File: src/design/assert_macros.svh
// ----------------------------------------------------------------------------
// assert_macros.svh
// Shared concurrent assertion macros, clocked on clk and disabled in reset
// ----------------------------------------------------------------------------
`ifndef ASSERT_MACROS_SVH
`define ASSERT_MACROS_SVH

// condition holds at every clock edge out of reset
`define ASSERT_ALWAYS(lbl, cond) \
  lbl: assert property (@(posedge clk) disable iff (!rst_n) (cond)) \
    else $error("assertion failed");

// consequence holds in the cycle after the antecedent
`define ASSERT_NEXT(lbl, ante, cons) \
  lbl: assert property (@(posedge clk) disable iff (!rst_n) (ante) |=> (cons)) \
    else $error("assertion failed");

// consequence holds in the same cycle as the antecedent
`define ASSERT_IMPL(lbl, ante, cons) \
  lbl: assert property (@(posedge clk) disable iff (!rst_n) (ante) |-> (cons)) \
    else $error("assertion failed");

`endif

File: src/design/rpa_pkg.sv
// ----------------------------------------------------------------------------
// rpa_pkg
// Types and constants shared by the page allocator modules
// ----------------------------------------------------------------------------
package rpa_pkg;

  // fixed field widths
  localparam int PAGE_W = 15;
  localparam int REQ_W  = 2;
  localparam int STAT_W = 3;
  localparam int RCNT_W = 8;

  // request codes
  typedef enum logic [REQ_W-1:0] {
    REQ_ALLOC  = 2'd0,
    REQ_FREE   = 2'd1,
    REQ_ADDREF = 2'd2,
    REQ_READ   = 2'd3
  } req_t;

  // result status codes
  typedef enum logic [STAT_W-1:0] {
    STS_OK    = 3'd0,
    STS_OOM   = 3'd1,
    STS_RANGE = 3'd2,
    STS_ZERO  = 3'd3,
    STS_SAT   = 3'd4
  } status_t;

  // classified request held in the queue
  typedef struct packed {
    req_t              req;
    logic [PAGE_W-1:0] page;
    logic              out_of_range;
  } qent_t;

  // queue status seen by the front and the back
  typedef struct packed {
    logic valid;
    logic full;
  } qstat_t;

endpackage

File: src/design/rpa_in_if.sv
// ----------------------------------------------------------------------------
// rpa_in_if
// Request channel: valid/ready handshake with request type and page index
// ----------------------------------------------------------------------------
interface rpa_in_if import rpa_pkg::*; ();
  logic              valid;
  logic              ready;
  logic [REQ_W-1:0]  req_type;
  logic [PAGE_W-1:0] page_index;

  modport source (output valid, output req_type, output page_index, input ready);
  modport sink   (input valid, input req_type, input page_index, output ready);
endinterface

File: src/design/rpa_front.sv
// ----------------------------------------------------------------------------
// rpa_front
// Accepts request items, holds the first free page register and range-checks
// ----------------------------------------------------------------------------
module rpa_front import rpa_pkg::*; #(
  parameter int NUM_PAGES = 32768
) (
  input  logic              clk,
  input  logic              rst_n,
  input  logic              cfg_we,
  input  logic [PAGE_W-1:0] cfg_wdata,
  rpa_in_if.sink            in_ch,
  input  logic              clearing,
  input  qstat_t            q_stat,
  output logic              q_push,
  output qent_t             q_ent
);

  localparam int NP_W = 21;
  localparam logic [NP_W-1:0] NP_LIMIT = NP_W'(NUM_PAGES);

  logic [PAGE_W-1:0] first_free_r;
  logic [NP_W-1:0]   page_ext;
  logic              above_top;
  logic              below_first;
  req_t              req;

  // configuration register
  always_ff @(posedge clk) begin
    if (!rst_n) begin
      first_free_r <= '0;
    end else if (cfg_we) begin
      first_free_r <= cfg_wdata;
    end
  end

  // accept while the queue has room and the count memory is initialized
  assign in_ch.ready = !q_stat.full && !clearing;
  assign q_push      = in_ch.valid && in_ch.ready;

  // range classification
  assign req         = req_t'(in_ch.req_type);
  assign page_ext    = {{(NP_W-PAGE_W){1'b0}}, in_ch.page_index};
  assign above_top   = page_ext >= NP_LIMIT;
  assign below_first = in_ch.page_index < first_free_r;

  always_comb begin
    q_ent.req          = req;
    q_ent.page         = in_ch.page_index;
    q_ent.out_of_range = ((req != REQ_ALLOC) && above_top) ||
                         ((req == REQ_FREE) && below_first);
  end

endmodule

File: src/flat_wrapper.sv
// flat-port wrapper written by rule: the top's interface ports become plain ports
module rpa_front_flat import rpa_pkg::*;
#(
  parameter int NUM_PAGES = 32768
)
  (clk, rst_n, cfg_we, cfg_wdata, clearing, q_stat, q_push, q_ent, in_ch_valid, in_ch_req_type, in_ch_page_index, in_ch_ready);
  rpa_in_if in_ch_i ();
  input  logic clk;
  input  logic rst_n;
  input  logic cfg_we;
  input  logic [PAGE_W-1:0] cfg_wdata;
  input  logic clearing;
  input  qstat_t q_stat;
  output logic q_push;
  output qent_t q_ent;
  input wire logic [$bits(in_ch_i.valid)-1:0] in_ch_valid;
  input wire logic [$bits(in_ch_i.req_type)-1:0] in_ch_req_type;
  input wire logic [$bits(in_ch_i.page_index)-1:0] in_ch_page_index;
  output wire logic [$bits(in_ch_i.ready)-1:0] in_ch_ready;
  assign in_ch_i.valid = in_ch_valid;
  assign in_ch_i.req_type = in_ch_req_type;
  assign in_ch_i.page_index = in_ch_page_index;
  assign in_ch_ready = in_ch_i.ready;
  rpa_front #(.NUM_PAGES(NUM_PAGES)) u_core (.clk(clk), .rst_n(rst_n), .cfg_we(cfg_we), .cfg_wdata(cfg_wdata), .in_ch(in_ch_i), .clearing(clearing), .q_stat(q_stat), .q_push(q_push), .q_ent(q_ent));
endmodule
File: config.mk
export PLATFORM = sky130hd
export DESIGN_NAME = rpa_front_flat
export DESIGN_NICKNAME = d
export VERILOG_FILES = /design/src/design/assert_macros.svh /design/src/design/rpa_pkg.sv /design/src/design/rpa_in_if.sv /design/src/design/rpa_front.sv /design/src/flat_wrapper.sv
export SDC_FILE = /design/constraint.sdc
export NUM_CORES = 1
export LEC_CHECK = 0
export ABC_AREA = 1
export BUFFER_PORTS_ARGS = -buffer_cell sky130_fd_sc_hd__buf_2
export CAP_MARGIN = 20
export CORE_ASPECT_RATIO = 0.7
export CORE_MARGIN = 3
export CORE_UTILIZATION = 47
export DETAILED_ROUTE_END_ITERATION = 10
export PLACE_DENSITY = 0.83
export SETUP_SLACK_MARGIN = 0.05
export SKIP_CTS_REPAIR_TIMING = 1
export SLEW_MARGIN = 40
export SYNTH_ARGS = -nofsm -noshare
export SYNTH_HDL_FRONTEND = slang
export SYNTH_SLANG_ARGS = --single-unit
File: constraint.sdc
create_clock -name clk -period 3.15 [get_ports clk]
set_input_delay 0.315 -clock clk [delete_from_list [all_inputs] [get_ports clk]]
set_output_delay 0.315 -clock clk [all_outputs]
set_load 0.02 [all_outputs]
==> out/metrics.cfg <==
[setup_path]
critPathTopFamily = flip-flops
cpMaxStageDelayCell = dfxtp_1
rr_worst_depth = 2
r2r-end = u_core.first_free_r[6]
r2r-start = u_core.first_free_r[6]
start_kind = flip-flop
worst-r2r-setup-slack_ns = 2.55
path_class = reg2out
worstPathMaxFanout = 2
slowest_delay_ns = 0.33
required_ns = 2.83
setup.worst_path.end_class = primary output
cp_num_cells = 8
worst-path-buf-inv = 3
crit_chain = inv_1 > ha_1 > nand2_1 > inv_1 > a21oi_1 > nand2_1 > a21oi_1 > buf_2
cp.arrival_ns = 1.59

[timing]
fin_tns_setup_ns = 0
setup_ws_ns = 1.24
max_freq_ghz = 0.525
period_minus_slack_ns = 1.91
worstMarginPinSlew_ns = 0.422
hold_violations = 0
min_period_over_period_pct = 60.5
final.setup_skew_ns = 0
slew_headroom_pct = 71.9
setup_viol = 0
rsz0062_at_grt = no
maxSlewViolCount = 0

[floorplan]
core_sq_mm = 0.00197
initial_core_util_pct = 52.6
fp.dieW_um = 62.1
die_area_sq_mm = 0.00281
io_pins = 59
fp-row-count = 13
fp.dieH_um = 45.3

[route]
drt-initial-drc-count = 34
ant_nets = 0
post_drt_wl_per_cell_um = 10.1
vias = 955
viasPerCell = 4.48
drt_pass1_iterations = 4
drc_errors = 0
finalWirelength_um = 2160

[clock_tree]
clock_latency_ns = 0.28
htreeDepth = 1
cts_tree = built
cts.sinks = 15
clk_pin_slew_ns = 0.08
cts_buffer_depth = 2
clockRootBuffer = clkbuf_4
cts_made_buffers = 3

[place]
io_buffers = 57
dpl.hpwl_um = 1800
routabilityCongestion = 0.719
place_ws_ns = 1.49

[logic_synthesis]
synth_nets = 196
netlist_area_sq_mm = 0.00104
synthCells = 143
ys_types = 14
synth_seq_area_share_pct = 29.0
synth_area_per_cell_sq_um = 7.24
yosys_warnings = 0
synth-seq-cells = 15

[min_path]
hold-path-endpoint = u_core.first_free_r[0]
worstHoldPathType = in2reg
holdCritStartpoint = cfg_wdata[0]
whs_path_depth = 3

[cells_and_area]
reg_top3 = u_core.first_free_r x15
top_register = u_core.first_free_r
final_common_cell = buf_2
mostFrequentLayoutCells = buf_2, nand2_1, inv_1, a21oi_1, dfxtp_1
drive_gt1_share_pct = 33.3
diodes = 0
largest_reg_flops = 15
layout.nets = 237
area_growth_pct = 18.0

[power]
p_leak_nw = 0.680
p_per_area_mw_per_mm2 = 365
ir_worst_vdd_uv = 229

[outcome]
status = complete, no violations

[run]
drv_cap = 0

[global_route]
grt_max_degree = 30
grt_overflow = 0
grt_pass1_wl_um = 3420
grt_pass1_vias = 848
track_usage_pct = 15.4
antenna_found_initial = 0

## report_power, final
group	switching, mW	total [mW]	leakage, nW	internal [mW]
Sequential	0.00321	0.206	0.125	0.203
Combinational	0.0767	0.131	0.540	0.0546
Clock	0.0594	0.109	0.0150	0.0492
## routing by layer
layer,part of all wire [%],global-route usage (%)
met1,40,16.0
met2,52,31.2
met3,8.3,5.97
met4,0,1.32
met5,0,0
## metrics by stage
stage               instance area (sq um)  total power, mW  hold WS [ns]  instances  utilization, %
global route                         1220            0.481         0.274        213            62.1
CTS                                  1220            0.452         0.269        213            62.1
finish                               1220            0.446         0.261        213            62.1
floorplan                            1040            0.309         0.433        143               -
global placement                     1200            0.336         0.445        209            60.8
detailed placement                   1200            0.343         0.453        209            60.8
## cells by family (layout without fill, tap and decap cells)
| group | after synthesis | count (layout) | synth area share (%) |
|---|---|---|---|
| flops | 15 | 15 | 29.0 |
| compound gates | 34 | 34 | 16.4 |
| buf+inv | 46 | 86 | 24.8 |
| fa+ha+maj | 14 | 14 | 16.9 |
| simple gates | 34 | 34 | 12.9 |
## final cells by class
type	count	area, sq um
fillers	188	746
clock buffers	4	26.3
multi-input cells	82	479
repair buffers	57	285
well taps	30	37.5
inverters	25	93.8
flip-flops and latches	15	300
## worst max path at each step
stage,start,end,slack (ns)
3_3_place_gp,in_ch_page_index[6],q_ent[0],1.50
6_report,u_core.first_free_r[6],q_ent[0],1.24
3_5_place_dp,in_ch_page_index[6],q_ent[0],1.49
2_1_floorplan,u_core.first_free_r[6],q_ent[0],1.59
5_1_grt,u_core.first_free_r[14],q_ent[0],1.13
4_1_cts,u_core.first_free_r[6],q_ent[0],1.23
## Yosys cell counts
cell / number / area (sq um)
nand2_1: 25 / 93.8
inv_1: 24 / 90.1
a21oi_1: 19 / 95.1
buf_4: 18 / 135
dfxtp_1: 15 / 300
ha_1: 14 / 175
o21ai_0: 9 / 45.0
nor2_1: 7 / 26.3
o21ai_1: 6 / 30.0
buf_6: 2 / 22.5
buf_2: 1 / 5.00
inv_2: 1 / 3.75
nand4_1: 1 / 6.26
nor3b_1: 1 / 7.51
## worst register-to-register path: stages, from the launching register on
cell     delay [ns]
dfxtp_1        0.33
inv_1          0.06
a21oi_1        0.16
Power figures use the tool's default switching activity.
