### src/design/assert_macros.svh
// ----------------------------------------------------------------------------
// assert_macros.svh
// Shared concurrent assertion macros, clocked on clk and disabled in reset
// ----------------------------------------------------------------------------
`ifndef ASSERT_MACROS_SVH
`define ASSERT_MACROS_SVH

// condition holds at every clock edge out of reset
`define ASSERT_ALWAYS(lbl, cond) \
  lbl: assert property (@(posedge clk) disable iff (!rst_n) (cond)) \
    else $error("assertion failed");

// consequence holds in the cycle after the antecedent
`define ASSERT_NEXT(lbl, ante, cons) \
  lbl: assert property (@(posedge clk) disable iff (!rst_n) (ante) |=> (cons)) \
    else $error("assertion failed");

// consequence holds in the same cycle as the antecedent
`define ASSERT_IMPL(lbl, ante, cons) \
  lbl: assert property (@(posedge clk) disable iff (!rst_n) (ante) |-> (cons)) \
    else $error("assertion failed");

`endif

### src/design/rpa_pkg.sv
// ----------------------------------------------------------------------------
// rpa_pkg
// Types and constants shared by the page allocator modules
// ----------------------------------------------------------------------------
package rpa_pkg;

  // fixed field widths
  localparam int PAGE_W = 15;
  localparam int REQ_W  = 2;
  localparam int STAT_W = 3;
  localparam int RCNT_W = 8;

  // request codes
  typedef enum logic [REQ_W-1:0] {
    REQ_ALLOC  = 2'd0,
    REQ_FREE   = 2'd1,
    REQ_ADDREF = 2'd2,
    REQ_READ   = 2'd3
  } req_t;

  // result status codes
  typedef enum logic [STAT_W-1:0] {
    STS_OK    = 3'd0,
    STS_OOM   = 3'd1,
    STS_RANGE = 3'd2,
    STS_ZERO  = 3'd3,
    STS_SAT   = 3'd4
  } status_t;

  // classified request held in the queue
  typedef struct packed {
    req_t              req;
    logic [PAGE_W-1:0] page;
    logic              out_of_range;
  } qent_t;

  // queue status seen by the front and the back
  typedef struct packed {
    logic valid;
    logic full;
  } qstat_t;

endpackage

### src/design/rpa_queue.sv
// ----------------------------------------------------------------------------
// rpa_queue
// Two-entry queue of classified requests between the front and the back
// ----------------------------------------------------------------------------
module rpa_queue import rpa_pkg::*; (
  input  logic   clk,
  input  logic   rst_n,
  input  logic   push,
  input  qent_t  ent_in,
  input  logic   pop,
  output qent_t  ent_out,
  output qstat_t stat
);

  qent_t       ent_r [2];
  logic        wr_ptr_r;
  logic        rd_ptr_r;
  logic [1:0]  cnt_r;
  logic [1:0]  cnt_nxt;

  assign stat.valid = cnt_r != 2'd0;
  assign stat.full  = cnt_r == 2'd2;
  assign ent_out    = ent_r[rd_ptr_r];

  // occupancy update
  always_comb begin
    cnt_nxt = cnt_r;
    case ({push, pop})
      2'b10:   cnt_nxt = cnt_r + 2'd1;
      2'b01:   cnt_nxt = cnt_r - 2'd1;
      default: cnt_nxt = cnt_r;
    endcase
  end

  // pointers and count
  always_ff @(posedge clk) begin
    if (!rst_n) begin
      wr_ptr_r <= 1'b0;
      rd_ptr_r <= 1'b0;
      cnt_r    <= 2'd0;
    end else begin
      cnt_r <= cnt_nxt;
      if (push) begin
        wr_ptr_r <= !wr_ptr_r;
      end
      if (pop) begin
        rd_ptr_r <= !rd_ptr_r;
      end
    end
  end

  // entry storage
  always_ff @(posedge clk) begin
    if (push) begin
      ent_r[wr_ptr_r] <= ent_in;
    end
  end

endmodule

### config.mk
export PLATFORM = sky130hd
export DESIGN_NAME = rpa_queue
export DESIGN_NICKNAME = d
export VERILOG_FILES = /design/src/design/assert_macros.svh /design/src/design/rpa_pkg.sv /design/src/design/rpa_queue.sv
export SDC_FILE = /design/constraint.sdc
export NUM_CORES = 1
export LEC_CHECK = 0
export BUFFER_PORTS_ARGS = -buffer_cell sky130_fd_sc_hd__buf_2
export CAP_MARGIN = 5
export CORE_MARGIN = 1.5
export CORE_UTILIZATION = 54
export DETAILED_ROUTE_END_ITERATION = 7
export GPL_TIMING_DRIVEN = 0
export PLACE_DENSITY_LB_ADDON = 0.3
export SLEW_MARGIN = 0
export SYNTH_ARGS = -nofsm -noshare
export SYNTH_HDL_FRONTEND = slang
export SYNTH_SLANG_ARGS = --single-unit
### constraint.sdc
create_clock -name clk -period 3.8 [get_ports clk]
set_input_delay 0.19 -clock clk [delete_from_list [all_inputs] [get_ports clk]]
set_output_delay 0.19 -clock clk [all_outputs]
set_load 0.01 [all_outputs]
==> results of run 1 <==
routing by layer:
| metal | vias up | wire length [um] |
|---|---|---|
| li1 | 391 | - |
| met1 | 402 | 931 |
| met2 | 22 | 1330 |
| met3 | 6 | 96 |
| met4 | 0 | 63 |
| met5 | - | 0 |
logic make-up after synthesis:
| family | count (synthesis) |
|---|---|
| and+or+nand+nor | 9 |
| muxes | 18 |
| adders and majority gates | 1 |
| DFF | 41 |
| buffers and inverters | 3 |
| AOI/OAI and AO/OA | 3 |
| xor gates and xnor gates | 3 |
placed cells by master (no fill, tap or decap), types with 2 or more instances in the layout:
cell / n
sky130_fd_sc_hd__buf_2: 42
sky130_fd_sc_hd__edfxtp_1: 36
sky130_fd_sc_hd__mux2_2: 18
sky130_fd_sc_hd__dfxtp_1: 5
sky130_fd_sc_hd__clkbuf_4: 5
sky130_fd_sc_hd__and2_1: 4
sky130_fd_sc_hd__clkbuf_1: 3
sky130_fd_sc_hd__xnor2_1: 2
state kept, by name, indices dropped and copies added, names as in the netlist, named ones only:
| register | count |
|---|---|
| ent_r | 36 |
| cnt_r | 2 |
| wr_ptr_r | 1 |
| rd_ptr_r | 1 |
power by group through the flow:
stage               clock network, W   logic, W  registers, W
global route                0.000222   0.000122      0.000528
finish                      0.000198   0.000112      0.000526
CTS                         0.000208   0.000115      0.000527
global placement                   0   0.000107      0.000535
floorplan                          0  0.0000672      0.000534
detailed placement                 0   0.000114      0.000537
cells in the mapped netlist:
cell type,count
sky130_fd_sc_hd__edfxtp_1,36
sky130_fd_sc_hd__nor2b_1,1
sky130_fd_sc_hd__xnor2_1,2
sky130_fd_sc_hd__or2_2,1
sky130_fd_sc_hd__nor2_1,1
sky130_fd_sc_hd__ha_1,1
sky130_fd_sc_hd__o21ai_0,1
sky130_fd_sc_hd__xor2_1,1
sky130_fd_sc_hd__or3_1,1
sky130_fd_sc_hd__inv_1,1
sky130_fd_sc_hd__and2b_2,1
sky130_fd_sc_hd__o21a_1,1
sky130_fd_sc_hd__buf_2,1
sky130_fd_sc_hd__mux2_2,18
sky130_fd_sc_hd__and2_1,4
sky130_fd_sc_hd__dfxtp_1,5
sky130_fd_sc_hd__buf_4,1
sky130_fd_sc_hd__a21boi_1,1
worst min-delay path by stage:
stage                     startpoint  slack, ns  cells after the start      endpoint
after floorplan            ent_in[0]       0.29                      0   ent_r[0][0]
after global placement     ent_in[7]       0.38                      1   ent_r[0][7]
after detailed placement  ent_in[10]       0.38                      1  ent_r[0][10]
after CTS                 ent_in[10]       0.01                      1  ent_r[0][10]
after global routing      ent_in[10]       0.02                      1  ent_r[0][10]
final                     ent_in[16]       0.03                      1  ent_r[1][16]
cell type report:
class,instances,area (um^2),share of cell area [%]
clock buffer,8,48.8,2.67
tap,31,38.8,2.12
buffer,2,12.5,0.685
inverter,1,3.75,0.206
timing repair buffer,42,220,12.1
sequential,41,1180,64.7
multi-input combinational,34,320,17.5
metrics by stage:
step	setup WS (ns)	cells	power, W	hold WS, ns	util [%]
after global routing	1.92	159	0.000872	0.0162	67.4
after CTS	1.95	159	0.000849	0.0103	67.4
after detailed placement	2.36	151	0.000651	0.384	65.6
after global placement	1.85	150	0.000641	0.379	64.9
final	2.00	159	0.000836	0.0270	67.4
after floorplan	2.29	78	0.000601	0.289	-
critical path, delay by kind of cell, from the launching register on:
family / cells / cell delay (ns)
buffers and inverters: 3 / 0.57
flip-flops: 1 / 0.32
multiplexers: 1 / 0.37
==> insert_results.sql, run 1 <==
INSERT INTO impl_metrics (metric_group, metric, value, unit) VALUES
('worst_setup_path', 'slowest_delay', '0.37', 'ns'),
('logic_synthesis', 'synth-seq-cells', '41', ''),
('timing', 'final_period_minus_worst_setup_slack', '1.80', 'ns'),
('worst_setup_path', 'crit_top_cell', 'sky130_fd_sc_hd__buf_2', ''),
('logic_synthesis', 'synthAdderAreaFrac', '0.826', '%'),
('logic_synthesis', 'synthDistinctLibCells', '18', ''),
('clock_tree', 'ctsRootBufferMaster', 'sky130_fd_sc_hd__clkbuf_4', ''),
('logic_synthesis', 'post_synth_instance_area', '1520', 'um^2'),
('place', 'gpl.final_weighted_congestion', '0.613', ''),
('worst_setup_path', 'worst_path_max_delay_cell', 'sky130_fd_sc_hd__mux2_2', ''),
('route', 'detailed_router_iteration_count_before_antenna_repair', '4', ''),
('worst_setup_path', 'critical_path_arrival', '1.61', 'ns'),
('die', 'coreArea', '2710', 'um^2'),
('worst_setup_path', 'timing_worst_setup_path_type', 'reg2out', ''),
('timing', 'relSlewSlack', '43.8', '%'),
('pwr', 'sw_frac_of_total', '22.3', '%'),
('die', 'die_area', '3130', 'um^2'),
('job', 'drv_cap', '0', ''),
('route', 'final_wl', '2420', 'um'),
('pwr', 'pwr-share-comb', '13.4', '%'),
('route', 'wl_per_cell', '15.2', 'um'),
('logic_synthesis', 'yosys-top-cells-area', 'sky130_fd_sc_hd__edfxtp_1 71%, sky130_fd_sc_hd__mux2_2 13%, sky130_fd_sc_hd__dfxtp_1 6.6%, sky130_fd_sc_hd__and2_1 1.7%, sky130_fd_sc_hd__xnor2_1 1.2%', ''),
('place', 'post-dp-hpwl', '1710', 'um'),
('grt', 'global_route.overflow_total', '0', ''),
('clock_tree', 'postCtsSetupBuffers', '0', ''),
('timing', 'fmax', '556', 'MHz'),
('logic_synthesis', 'synthesized_area_fraction_occupied_by_ao_oa_aoi_and_oai_cells', '1.32', '%'),
('worst_setup_path', 'critPathLaunchType', 'flop', ''),
('route', 'detail_route.drc_violations', '0', ''),
('worst_setup_path', 'crit_path_cell_trace', 'buf_4 > buf_2 > mux2_2 > buf_2', ''),
('worst_setup_path', 'ff2ff_path_depth', '1', ''),
('timing', 'max_slew_vio_count', '0', ''),
('logic_synthesis', 'post_synth_mux_area_share', '13.4', '%'),
('timing', 'clock_skew', '0.00256', 'ns'),
('timing', 'final-setup-viol-count', '0', ''),
('pwr', 'p_int', '0.000649', 'W'),
('logic_synthesis', 'largest_family_of_logic_cells_by_synthesized_area', 'multiplexers', ''),
('grt', 'grt_first_pass_wirelength', '3820', 'um'),
('grt', 'pin_count_of_the_biggest_net_entering_global_routing', '19', ''),
('timing', 'tightestPinTransition', '0.844', 'ns'),
('worst_setup_path', 'capture_point_of_the_worst_path', 'ent_out[1]', ''),
('status', 'outcome', 'complete, no violations', ''),
('pwr', 'power.share.sequential', '62.9', '%'),
('die', 'core.rowCount', '19', ''),
('clock_tree', 'cts_max_path_buffers', '2', ''),
('clock_tree', 'cts_made_buffers', '5', ''),
('clock_tree', 'insertion_delay', '0.34', 'ns'),
('pwr', 'netSwitchingPower', '0.000187', 'W'),
('timing', 'rsz_0062_raised_after_global_routing', 'no', ''),
('die', 'fp.dieW', '56.0', 'um'),
('cells_and_area', 'area_delta_synth_final', '20.5', '%'),
('place', 'placement.io_buffers', '41', ''),
('route', 'drt-initial-drc-count', '29', ''),
('pwr', 'clockPowerShare', '23.7', '%'),
('clock_tree', 'clock_sink_count', '41', ''),
('logic_synthesis', 'syn-num-nets', '101', ''),
('grt', 'grtUsageMet1', '18.9', '%'),
('pwr', 'power.density', '458', 'nW/um^2'),
('timing', 'setup-tns-final', '0', 'ns'),
('logic_synthesis', 'synth_seq_area_share', '78.0', '%'),
('worst_setup_path', 'r2r-start', 'wr_ptr_r', ''),
('worst_setup_path', 'terminus_of_the_critical_flop_to_flop_path', 'ent_r[1][17]', ''),
('grt', 'grt-busiest-layer', 'met2', ''),
('clock_tree', 'hold_fix_buffers_cts', '0', ''),
('timing', 'fin_crit_sh', '47.3', '%'),
('cells_and_area', 'num-nets-final', '150', ''),
('pwr', 'power.ir.vdd_worst', '0.288', 'mV'),
('hold_path', 'min_path_type', 'in2reg', ''),
('die', 'die_ht', '56.0', 'um'),
('route', 'antenna_violating_nets_post_route', '0', ''),
('die', 'start_util', '55.9', '%');
Note: power is estimated with default switching activity, not from simulation.
==> run 2: changes to the inputs <==
Settings changed: ABC_AREA from default to 1, CORE_UTILIZATION 54 to 46.
Clock period 3.8 ns to 1.6 ns, I/O delays scaled along.
==> insert_results.sql, run 2 <==
INSERT INTO impl_metrics (metric_group, metric, value, unit) VALUES
('logic_synthesis', 'synth_seq_area_share', '74.8', '%'),
('hold_path', 'hold_path_depth', '2', ''),
('route', 'final_wl', '2480', 'um'),
('worst_setup_path', 'critPathLaunchType', 'flop', ''),
('worst_setup_path', 'critical_path_arrival', '1.42', 'ns'),
('logic_synthesis', 'dominantRegCellSynth', 'sky130_fd_sc_hd__edfxtp_1', ''),
('die', 'num_io_pins', '42', ''),
('die', 'fp.dieW', '61.6', 'um'),
('grt', 'antenna_violations_before_repair', '0', ''),
('die', 'die_area', '3790', 'um^2'),
('cells_and_area', 'drive_gt1_share', '42.0', '%'),
('clock_tree', 'clock_tree_from_tritoncts', 'yes', ''),
('logic_synthesis', 'most_common_cell_in_the_synthesized_netlist', 'sky130_fd_sc_hd__edfxtp_1', ''),
('pwr', 'power.share.sequential', '57.2', '%'),
('pwr', 'sw_frac_of_total', '21.2', '%'),
('pwr', 'total_power', '0.00218', 'W'),
('die', 'core.rowCount', '21', ''),
('pwr', 'netSwitchingPower', '0.000462', 'W'),
('clock_tree', 'cts_made_buffers', '5', ''),
('hold_path', 'hold_end', 'ent_r[0][16]', ''),
('clock_tree', 'postCtsSetupBuffers', '0', ''),
('logic_synthesis', 'yosys-top-cells-area', 'sky130_fd_sc_hd__edfxtp_1 68%, sky130_fd_sc_hd__mux2_4 9.5%, sky130_fd_sc_hd__dfxtp_1 6.3%, sky130_fd_sc_hd__mux2_2 5.7%, sky130_fd_sc_hd__nor2_1 2.6%', ''),
('grt', 'met3_usage', '4.41', '%'),
('clock_tree', 'cts.clk_slew.worst_paths', '0.12', 'ns'),
('route', 'vias', '948', ''),
('grt', 'grt_first_pass_wirelength', '3420', 'um'),
('die', 'die_ht', '61.6', 'um'),
('die', 'start_util', '47.7', '%'),
('cells_and_area', 'num-nets-final', '184', ''),
('cells_and_area', 'final_cell_mix', '41 x sky130_fd_sc_hd__buf_2, 36 x sky130_fd_sc_hd__edfxtp_1, 22 x sky130_fd_sc_hd__dlygate4sd3_1', ''),
('logic_synthesis', 'syn-num-nets', '114', ''),
('timing', 'relSlewSlack', '53.4', '%'),
('job', 'drv_cap', '0', ''),
('worst_setup_path', 'critPathMaxFanout', '10', ''),
('timing', 'final_period_minus_worst_setup_slack', '1.50', 'ns'),
('grt', 'pin_count_of_the_biggest_net_entering_global_routing', '19', ''),
('logic_synthesis', 'synth_enable_flop_cells', '36', ''),
('pwr', 'leakagePower', '0.885', 'nW'),
('pwr', 'power.ir.vdd_worst', '0.669', 'mV'),
('logic_synthesis', 'synth-seq-cells', '41', ''),
('route', 'via_per_inst', '4.56', ''),
('worst_setup_path', 'crit_path_cell_trace', 'buf_6 > buf_12 > mux2_4 > buf_2', ''),
('timing', 'rsz_0062_raised_after_global_routing', 'no', ''),
('worst_setup_path', 'ff2ff_path_depth', '2', ''),
('worst_setup_path', 'setup.reg_to_reg.worst_slack', '0.22', 'ns'),
('cells_and_area', 'layout.cells.most_common', 'sky130_fd_sc_hd__buf_2', ''),
('worst_setup_path', 'crit_end_category', 'output pin', ''),
('logic_synthesis', 'yosys.area_share.simple', '5.15', '%'),
('logic_synthesis', 'post_synth_mux_area_share', '15.2', '%'),
('timing', 'fin_crit_sh', '93.6', '%'),
('timing', 'max_slew_vio_count', '0', ''),
('logic_synthesis', 'synth_area_leader_cell', 'sky130_fd_sc_hd__edfxtp_1', ''),
('timing', 'clock_skew', '0.00853', 'ns'),
('timing', 'final-hold-violation-count', '0', ''),
('cells_and_area', 'area_delta_synth_final', '35.8', '%'),
('grt', 'grt-busiest-layer', 'met2', ''),
('place', 'place_inst', '178', ''),
('pwr', 'power.density', '1020', 'nW/um^2'),
('logic_synthesis', 'synth_top_cells_by_count', '36 x sky130_fd_sc_hd__edfxtp_1, 11 x sky130_fd_sc_hd__nor2_1, 10 x sky130_fd_sc_hd__mux2_4, 9 x sky130_fd_sc_hd__nand2_1, 8 x sky130_fd_sc_hd__mux2_2', ''),
('grt', 'global_route.overflow_total', '0', ''),
('logic_synthesis', 'post_synth_inst_count', '91', ''),
('cells_and_area', 'top_regs', 'ent_r (36), cnt_r (2)', ''),
('logic_synthesis', 'synthAdderAreaFrac', '0.792', '%'),
('logic_synthesis', 'synthDistinctLibCells', '13', ''),
('grt', 'track_usage', '13.6', '%'),
('grt', 'first_global_vias', '823', ''),
('status', 'outcome', 'complete, no violations', ''),
('worst_setup_path', 'worst_path_max_delay_cell', 'sky130_fd_sc_hd__dfxtp_1', ''),
('pwr', 'clockPowerShare', '29.2', '%'),
('die', 'coreArea', '3310', 'um^2'),
('hold_path', 'timing.hold.worst.start', 'ent_in[16]', ''),
('timing', 'final-setup-viol-count', '0', ''),
('logic_synthesis', 'yosys_warning_count', '0', ''),
('timing', 'fmax', '668', 'MHz'),
('logic_synthesis', 'post_synth_instance_area', '1580', 'um^2'),
('logic_synthesis', 'largest_family_of_logic_cells_by_synthesized_area', 'multiplexers', ''),
('route', 'drt-initial-drc-count', '17', ''),
('worst_setup_path', 'critPathRequiredTime', '1.52', 'ns'),
('hold_path', 'min_path_type', 'in2reg', ''),
('route', 'detailed_router_iteration_count_before_antenna_repair', '4', ''),
('logic_synthesis', 'synth-xor-area-share', '0', '%'),
('place', 'placement.io_buffers', '41', ''),
('clock_tree', 'insertion_delay', '0.34', 'ns'),
('worst_setup_path', 'r2r-start', 'wr_ptr_r', ''),
('cells_and_area', 'largest_reg_flops', '36', ''),
('grt', 'met2_usage', '23.0', '%'),
('grt', 'grtUsageMet1', '14.3', '%'),
('pwr', 'p_int', '0.00172', 'W'),
('logic_synthesis', 'synthesized_area_fraction_occupied_by_ao_oa_aoi_and_oai_cells', '0.634', '%'),
('worst_setup_path', 'terminus_of_the_critical_flop_to_flop_path', 'ent_r[1][10]', ''),
('route', 'antenna_violating_nets_post_route', '0', ''),
('route', 'wl_per_cell', '11.9', 'um'),
('clock_tree', 'ctsRootBufferMaster', 'sky130_fd_sc_hd__clkbuf_4', ''),
('clock_tree', 'cts.htree.levels', '2', ''),
('pwr', 'pwr-share-comb', '13.6', '%'),
('timing', 'tightestPinTransition', '0.698', 'ns'),
('logic_synthesis', 'synthesized_area_per_cell', '17.4', 'um^2'),
('route', 'detail_route.drc_violations', '0', ''),
('place', 'gpl.final_weighted_congestion', '0.575', ''),
('clock_tree', 'clock_sink_count', '41', ''),
('cells_and_area', 'antennaDiodeCount', '0', ''),
('logic_synthesis', 'synth_async_sr_flop_share', '0', '%'),
('cells_and_area', 'instances_no_fill', '208', ''),
('place', 'post-dp-hpwl', '1550', 'um'),
('cells_and_area', 'largest_register_by_flop_count', 'ent_r', ''),
('clock_tree', 'cts_max_path_buffers', '2', ''),
('logic_synthesis', 'synth_top_cell_area_share', '68.5', '%'),
('worst_setup_path', 'slowest_delay', '0.34', 'ns'),
('worst_setup_path', 'timing_worst_setup_path_type', 'reg2out', '');
run 2: critical path, delay by kind of cell, from the launching register on:
kind                   cells  cell delay (ns)
muxes                      1             0.30
DFF                        1             0.34
buffers and inverters      3             0.44
run 2: logic make-up after synthesis:
group	count (synthesis)
flops	41
simple gates	21
fa+ha+maj	1
compound gates	2
mux	18
buf+inv	8
run 2: area by class of cell:
cell class,instances,area (um^2)
clock inverter,2,33.8
sequential,41,1180
multi-input combinational,42,352
tap,46,57.6
inverter,6,22.5
fill,271,1170
timing repair buffer,63,425
clock buffer,6,41.3
buffer,2,31.3
run 2: what timing repair did:
action                                  4_1_cts  5_1_grt
gates resized for setup                       0        1
endpoints found under the setup margin        0       18
hold buffers                                 22        0
endpoints found under the hold margin        39        0
run 2: how the worst max path moves through the flow:
| stage | end | slack, ns | start | cells past startpoint |
|---|---|---|---|---|
| final | ent_out[2] | 0.10 | flop | 4 |
| after global placement | ent_r[0][1] | -0.28 | wr_ptr_r | 1 |
| after detailed placement | ent_r[0][1] | 0.12 | wr_ptr_r | 1 |
| after global routing | ent_out[0] | 0.05 | flop | 4 |
| after floorplan | ent_r[0][0] | 0.11 | wr_ptr_r | 1 |
| after CTS | ent_r[0][12] | 0.06 | push | 4 |
run 2: power by group through the flow:
stage                     Combinational (W)  Clock (W)  Sequential, W
after floorplan                    0.000161          0        0.00127
after global placement             0.000248          0        0.00127
after detailed placement           0.000257          0        0.00127
after CTS                          0.000299   0.000654        0.00125
after global routing               0.000328   0.000689        0.00125
final                              0.000296   0.000636        0.00125
run 2: routing by layer:
layer | vias to the layer above | part of all wire [%]
met2 | 34 | 53
met3 | 4 | 5.1
met5 | - | 0
li1 | 467 | -
met1 | 443 | 39
met4 | 0 | 2.1
run 2: stage by stage:
step | hold slack (ns) | setup slack (ns) | util [%] | instance area (um^2) | TNS, ns
2_1_floorplan | 0.179 | 0.107 | - | 1580 | 0
5_1_grt | 0.439 | 0.0463 | 64.8 | 2140 | 0
3_3_place_gp | 0.267 | -0.280 | 55.6 | 1840 | -5.03
4_1_cts | 0.441 | 0.0635 | 64.6 | 2140 | 0
3_5_place_dp | 0.271 | 0.119 | 55.7 | 1840 | 0
6_report | 0.459 | 0.103 | 64.8 | 2140 | 0
